**src/design/gpiofs_pkg.sv**
```systemverilog
package gpiofs_pkg;

	localparam int LOW_WIDTH     = 32;
	localparam int HIGH_WIDTH    = 22;
	localparam int FN_WIDTH      = 3;
	localparam int PINS_PER_FSEL = 10;
	localparam int OFFSET_WIDTH  = 6;

	localparam logic [OFFSET_WIDTH-1:0] FSEL_WORDS = 6'd6;
	localparam logic [OFFSET_WIDTH-1:0] WORD_SET0  = 6'd7;
	localparam logic [OFFSET_WIDTH-1:0] WORD_SET1  = 6'd8;
	localparam logic [OFFSET_WIDTH-1:0] WORD_CLR0  = 6'd10;
	localparam logic [OFFSET_WIDTH-1:0] WORD_CLR1  = 6'd11;
	localparam logic [OFFSET_WIDTH-1:0] WORD_LEV0  = 6'd13;
	localparam logic [OFFSET_WIDTH-1:0] WORD_LEV1  = 6'd14;

	localparam logic [FN_WIDTH-1:0] CODE_OUTPUT = 3'd1;

	typedef struct packed {
		logic                    wr;
		logic [OFFSET_WIDTH-1:0] offset;
		logic [LOW_WIDTH-1:0]    wdata;
		logic [LOW_WIDTH-1:0]    lev_lo;
		logic [HIGH_WIDTH-1:0]   lev_hi;
	} gpiofs_acc_t;

	typedef struct packed {
		logic [LOW_WIDTH-1:0]  read_data;
		logic [LOW_WIDTH-1:0]  drive_low;
		logic [HIGH_WIDTH-1:0] drive_high;
		logic [LOW_WIDTH-1:0]  enable_low;
		logic [HIGH_WIDTH-1:0] enable_high;
	} gpiofs_res_t;

endpackage

```
**src/design/gpiofs_regfile.sv**
```systemverilog
module gpiofs_regfile import gpiofs_pkg::*; #(
	parameter int NUM_PINS = 54
) (
	input  logic        clk,
	input  logic        arst_n,
	input  logic        upd,
	input  gpiofs_acc_t acc,
	output gpiofs_res_t res
);

	localparam int HI = NUM_PINS - LOW_WIDTH;
	localparam logic [63:0] HI_MASK = (64'd1 << HI) - 64'd1;

	logic [FN_WIDTH-1:0] fn_q    [NUM_PINS];
	logic [FN_WIDTH-1:0] fn_next [NUM_PINS];
	logic [NUM_PINS-1:0] latch_q;
	logic [NUM_PINS-1:0] latch_next;
	logic [NUM_PINS-1:0] set_v;
	logic [NUM_PINS-1:0] clr_v;
	logic [NUM_PINS-1:0] en;
	logic [LOW_WIDTH-1:0] fsel_rd;
	logic [LOW_WIDTH-1:0] rd;
	logic [63:0] latch_ext;
	logic [63:0] en_ext;

	for (genvar p = 0; p < NUM_PINS; p++) begin : g_pin
		localparam int W = p / PINS_PER_FSEL;
		localparam int K = p % PINS_PER_FSEL;
		if (W < int'(FSEL_WORDS)) begin : g_wr
			assign fn_next[p] = (acc.wr && acc.offset == OFFSET_WIDTH'(W)) ?
				acc.wdata[FN_WIDTH*K +: FN_WIDTH] : fn_q[p];
		end else begin : g_ro
			assign fn_next[p] = fn_q[p];
		end
		assign en[p] = (fn_next[p] == CODE_OUTPUT);
	end

	always_comb begin
		fsel_rd = '0;
		for (int w = 0; w < int'(FSEL_WORDS); w++) begin
			for (int k = 0; k < PINS_PER_FSEL; k++) begin
				if ((w * PINS_PER_FSEL + k) < NUM_PINS && acc.offset == OFFSET_WIDTH'(w)) begin
					fsel_rd[FN_WIDTH*k +: FN_WIDTH] = fn_q[w * PINS_PER_FSEL + k];
				end
			end
		end
	end

	always_comb begin
		set_v = '0;
		clr_v = '0;
		if (acc.wr) begin
			case (acc.offset)
				WORD_SET0: set_v[LOW_WIDTH-1:0] = acc.wdata;
				WORD_SET1: set_v[NUM_PINS-1:LOW_WIDTH] = acc.wdata[HI-1:0];
				WORD_CLR0: clr_v[LOW_WIDTH-1:0] = acc.wdata;
				WORD_CLR1: clr_v[NUM_PINS-1:LOW_WIDTH] = acc.wdata[HI-1:0];
				default: ;
			endcase
		end
		latch_next = (latch_q | set_v) & ~clr_v;
	end

	always_comb begin
		rd = '0;
		if (acc.offset < FSEL_WORDS) begin
			rd = fsel_rd;
		end else begin
			case (acc.offset)
				WORD_LEV0: rd = acc.lev_lo;
				WORD_LEV1: rd = {{(LOW_WIDTH-HIGH_WIDTH){1'b0}},
					acc.lev_hi & HI_MASK[HIGH_WIDTH-1:0]};
				default:   rd = '0;
			endcase
		end
		if (acc.wr) begin
			rd = '0;
		end
	end

	always_ff @(posedge clk or negedge arst_n) begin
		if (!arst_n) begin
			latch_q <= '0;
			for (int i = 0; i < NUM_PINS; i++) begin
				fn_q[i] <= '0;
			end
		end else if (upd) begin
			latch_q <= latch_next;
			for (int i = 0; i < NUM_PINS; i++) begin
				fn_q[i] <= fn_next[i];
			end
		end
	end

	assign latch_ext = 64'(latch_next);
	assign en_ext    = 64'(en);

	assign res.read_data   = rd;
	assign res.drive_low   = latch_ext[LOW_WIDTH-1:0];
	assign res.drive_high  = latch_ext[LOW_WIDTH+HIGH_WIDTH-1:LOW_WIDTH];
	assign res.enable_low  = en_ext[LOW_WIDTH-1:0];
	assign res.enable_high = en_ext[LOW_WIDTH+HIGH_WIDTH-1:LOW_WIDTH];

endmodule

```
**src/design/gpio_bank_with_function_select.sv**
```systemverilog
// An accepted item is held in the input register acc_s1; its result is valid once registered in m_data_q.
// Throughput: one item per cycle; the input register and the result register
// advance together, so the block stalls only while a result waits on m_tready.
// Reset: arst_n clears all pin function codes (every pin an input), the output
// latch and both valid flags, asynchronously.
module gpio_bank_with_function_select import gpiofs_pkg::*; #(
	parameter int NUM_PINS = 54
) (
	input  logic         clk,
	input  logic         arst_n,
	input  logic         s_tvalid,
	output logic         s_tready,
	input  logic [95:0]  s_tdata,  // word_offset, write_data, pins_in_low, pins_in_high
	input  logic [0:0]   s_tuser,  // mode
	output logic         m_tvalid,
	input  logic         m_tready,
	output logic [143:0] m_tdata   // read_data, drive_low, drive_high, enable_low, enable_high
);

	gpiofs_acc_t acc_in;
	gpiofs_acc_t acc_s1;
	logic        v_s1;
	gpiofs_res_t res;
	logic        m_valid_q;
	logic [143:0] m_data_q;
	logic        adv_out;
	logic        adv1;

	assign acc_in.wr     = s_tuser[0];
	assign acc_in.offset = s_tdata[5:0];
	assign acc_in.wdata  = s_tdata[37:6];
	assign acc_in.lev_lo = s_tdata[69:38];
	assign acc_in.lev_hi = s_tdata[91:70];

	assign adv_out  = !m_valid_q || m_tready;
	assign adv1     = v_s1 && adv_out;
	assign s_tready = !v_s1 || adv_out;

	always_ff @(posedge clk or negedge arst_n) begin
		if (!arst_n) begin
			v_s1      <= 1'b0;
			m_valid_q <= 1'b0;
		end else begin
			if (s_tready) begin
				v_s1 <= s_tvalid;
			end
			if (adv_out) begin
				m_valid_q <= v_s1;
			end
		end
	end

	always_ff @(posedge clk) begin
		if (s_tvalid && s_tready) begin
			acc_s1 <= acc_in;
		end
		if (adv1) begin
			m_data_q <= {4'b0, res.enable_high, res.enable_low, res.drive_high,
				res.drive_low, res.read_data};
		end
	end

	gpiofs_regfile #(
		.NUM_PINS(NUM_PINS)
	) u_regfile (
		.clk    (clk),
		.arst_n (arst_n),
		.upd    (adv1),
		.acc    (acc_s1),
		.res    (res)
	);

	assign m_tvalid = m_valid_q;
	assign m_tdata  = m_data_q;

endmodule

```
**config.mk**
```make
export PLATFORM = sky130hd
export DESIGN_NAME = gpio_bank_with_function_select
export DESIGN_NICKNAME = d
export VERILOG_FILES = /design/src/design/gpiofs_pkg.sv /design/src/design/gpiofs_regfile.sv /design/src/design/gpio_bank_with_function_select.sv
export SDC_FILE = /design/constraint.sdc
export NUM_CORES = 1
export LEC_CHECK = 0
export ABC_CLOCK_PERIOD_IN_PS = 13930
export BUFFER_PORTS_ARGS = -buffer_cell sky130_fd_sc_hd__buf_2
export CORE_MARGIN = 5
export CORE_UTILIZATION = 62
export CTS_CLUSTER_DIAMETER = 40
export DETAILED_ROUTE_END_ITERATION = 6
export GPL_TIMING_DRIVEN = 0
export PLACE_DENSITY = 0.89
export RECOVER_POWER = 25
export SETUP_SLACK_MARGIN = 0.1
export SLEW_MARGIN = 20
export SYNTH_ARGS = -nofsm -noshare
export SYNTH_HDL_FRONTEND = slang
export SYNTH_SLANG_ARGS = --single-unit
```
**constraint.sdc**
```tcl
create_clock -name clk -period 13.93 [get_ports clk]
set_clock_uncertainty 0.05 [all_clocks]
set_input_delay 2.0895 -clock clk [delete_from_list [all_inputs] [get_ports clk]]
set_output_delay 2.0895 -clock clk [all_outputs]
set_load 0.01 [all_outputs]
```
==> flow_summary.ini <==
[run_status]
status = complete, but fails checks
violations = capacitance limit, slew limit

[cells_and_area]
area_growth_pct = 17.82
drive_gt1_frac = 0.3593
nets = 1713
fin_area_um2 = 22440
antenna_cells = 0

[logic_synthesis]
synth_flop_cell = edfxtp_1
synth_xor_area_frac = 0
synth_compound_area_frac = 0.1031
yosys.area.top_type_share = 0.3674
synth-adder-area-share = 0
synth.area.mux_share = 0.1435
synth-seq-cells = 451
syn-instance-count = 1314
synth_top_family_by_area = multiplexers
ys_types = 46
yosys-top-cells-area = edfxtp_1 (37%), dfrtp_1 (29%), mux2_2 (10%)
synth-simple-area-share = 0.05867
yosysSeqAreaShare = 0.6538
synth_most_common_cell = edfxtp_1
synthTopCellsByCount = edfxtp_1 (233), dfrtp_1 (218), mux2_2 (173)
synthArstFlopShare = 0.4834
synth_edf_count = 233
yosysWarnings = 0
netlist_area_um2 = 19050
synth_top_cell_by_area = edfxtp_1
avgSynthCellArea_um2 = 14.49

[cts]
hold_buffers = 0
tritoncts = yes
root_buffer = clkbuf_16
h-tree-depth = 2
cts_resized = 0
clk_pin_slew_ns = 0.06
clk_latency_ns = 0.56
numCtsBuffers = 50
cts.sinks = 451
clockBufferDepth = 3
cts_setup_buffers = 0

[die]
ios = 247
die_h_um = 185.3
dieArea_um2 = 34330
num_rows = 64
start_util = 0.6259
core_um2 = 30430
fp.dieW_um = 185.3

[placement]
dp_hpwl_um = 35280
gp_congestion = 0.9270
post-place-ws_ns = 9.237
io_buffers = 238
placedInstanceArea_um2 = 20900

[timing]
slew_viol_final = 40
fin_crit_sh = 0.3363
clock.fmax_ghz = 0.2135
fin_ws_ns = 9.245
min_period_ns = 4.685
setup-tns-final_ns = 0
setup_viol = 0
worst_pin_slew_ns = 2.295
slew_headroom = -0.5299
hold_violations = 0
rsz0062_at_grt = false

[power_and_ir_drop]
max-vdd-ir-drop_mv = 0.08983
cellPowerDensity_nw_per_um2 = 140.5
finalPower_mw = 3.153
switchingPower_mw = 0.7660
seq_power_share = 0.507
combinationalPowerShare = 0.090
swShare = 0.2429
p_clk_frac = 0.404
p_leak_nw = 9.564
intPower_mw = 2.387

[worst_setup_path]
crit_fanout = 3
end_kind = output pin
startpoint_type = input port
worstPathRequired_ns = 11.79
worstPathArrival_ns = 2.55
crit_type = input port to output pin
worstRegToRegCells = 7

[detailed_routing]
avgViaCountPerCell = 6.565
ant_nets = 0
first_pass_iters = 6
drc = 0
vias = 13450
drt_iter0_markers = 1883
wirelength_um = 52140
post_drt_wl_per_cell_um = 25.45

[grt]
grt_pass1_vias = 13500
antenna_found_initial = 0
grt_usage = 0.2996
grt_first_pass_wirelength_um = 78000
grt-ovfl-total = 0
grt_max_degree = 95

[hold_path]
min_path_cells = 1
hold_path.class = flop to flop

[run]
drv_cap = 1
-- flip-flops by register name (all words and copies together) (netlist names) --
register	cells
acc_s1	93
m_tdata	140
m_tvalid	1
u_regfile.fn_q	162
u_regfile.latch_q	54
v_s1	1
-- worst max-delay path: stages --
cell      delay [ns]
clkbuf_1        0.09
nand3b_1        0.20
buf_2           0.17
-- layer usage --
layer / global-route usage / wire, µm / part of all wire
met1: 0.4014 / 18840 / 0.36
met2: 0.4833 / 25380 / 0.49
met3: 0.06127 / 5663 / 0.11
met4: 0.1286 / 2247 / 0.043
met5: 0 / 0 / 0
-- worst paths after layout --
| check | startpoint | endpoint | slack, ns |
|---|---|---|---|
| max | m_tready | s_tready | 9.25 |
| min | acc_s1[53] | m_tdata[31] | 0.46 |
| max reg2reg | acc_s1[86] | m_tdata[19] | 10.06 |
| min reg2reg | acc_s1[53] | m_tdata[31] | 0.46 |
| max in group asynchronous | arst_n | u_regfile.fn_q[6] | 9.89 |
| min in group asynchronous | arst_n | u_regfile.fn_q[75] | 2.17 |
-- per-stage QoR --
stage	utilization	cells	hold slack, ns
6_report	0.7374	2049	0.4626
5_1_grt	0.7374	2049	0.4894
4_1_cts	0.7398	2049	0.4673
3_3_place_gp	0.6817	1951	0.4425
2_1_floorplan	-	1317	0.4256
3_5_place_dp	0.6869	1956	0.4527
-- power by group through the flow --
stage,sequential (mW),clock (mW),combinational (mW)
6_report,1.60,1.27,0.283
5_1_grt,1.60,1.34,0.305
4_1_cts,1.59,1.28,0.283
3_5_place_dp,1.62,0,0.278
3_3_place_gp,1.62,0,0.259
2_1_floorplan,1.62,0,0.151
-- cell type report --
cell class                      count  area [µm²]
Timing Repair Buffer              243        1310
Buffer                            118       649.4
Tap cell                          396       495.5
Inverter                           29       108.9
Sequential cell                   451       12450
Clock inverter                     27       226.5
Clock buffer                       66        1384
Fill cell                        1814        7990
Multi-Input combinational cell    719        5813
-- kinds of logic after synthesis --
family	Yosys count
simple gates	194
flops	451
compound gates	308
buf+inv	147
mux	213
other cells	1
-- cells in the final DEF (no fill, tap or decap), types with 4 or more instances in the layout --
| master | synthesis | routed |
|---|---|---|
| clkbuf_16 | 0 | 52 |
| nand2_1 | 62 | 63 |
| o21ai_0 | 12 | 12 |
| mux2_1 | 8 | 9 |
| a221oi_1 | 29 | 29 |
| a311oi_1 | 5 | 5 |
| buf_6 | 15 | 15 |
| a22oi_1 | 18 | 18 |
| nor2_1 | 24 | 25 |
| clkinv_1 | 0 | 6 |
| nor3_1 | 5 | 6 |
| conb_1 | 1 | 4 |
| inv_6 | 0 | 5 |
| buf_4 | 11 | 7 |
| mux2_2 | 173 | 172 |
| clkinv_2 | 0 | 8 |
| a41oi_1 | 4 | 4 |
| buf_2 | 55 | 274 |
| nor3b_1 | 29 | 29 |
| nand2b_1 | 5 | 5 |
| inv_1 | 29 | 29 |
| dfrtp_1 | 218 | 218 |
| and2_1 | 27 | 25 |
| a21oi_1 | 105 | 105 |
| clkbuf_1 | 36 | 69 |
| edfxtp_1 | 233 | 233 |
| o41ai_1 | 26 | 26 |
| nor4_1 | 12 | 12 |
| a31oi_1 | 108 | 108 |
| buf_16 | 0 | 5 |
| mux4_2 | 30 | 30 |
| nand3_1 | 5 | 5 |
No activity file was read; power rests on OpenSTA's default activity.
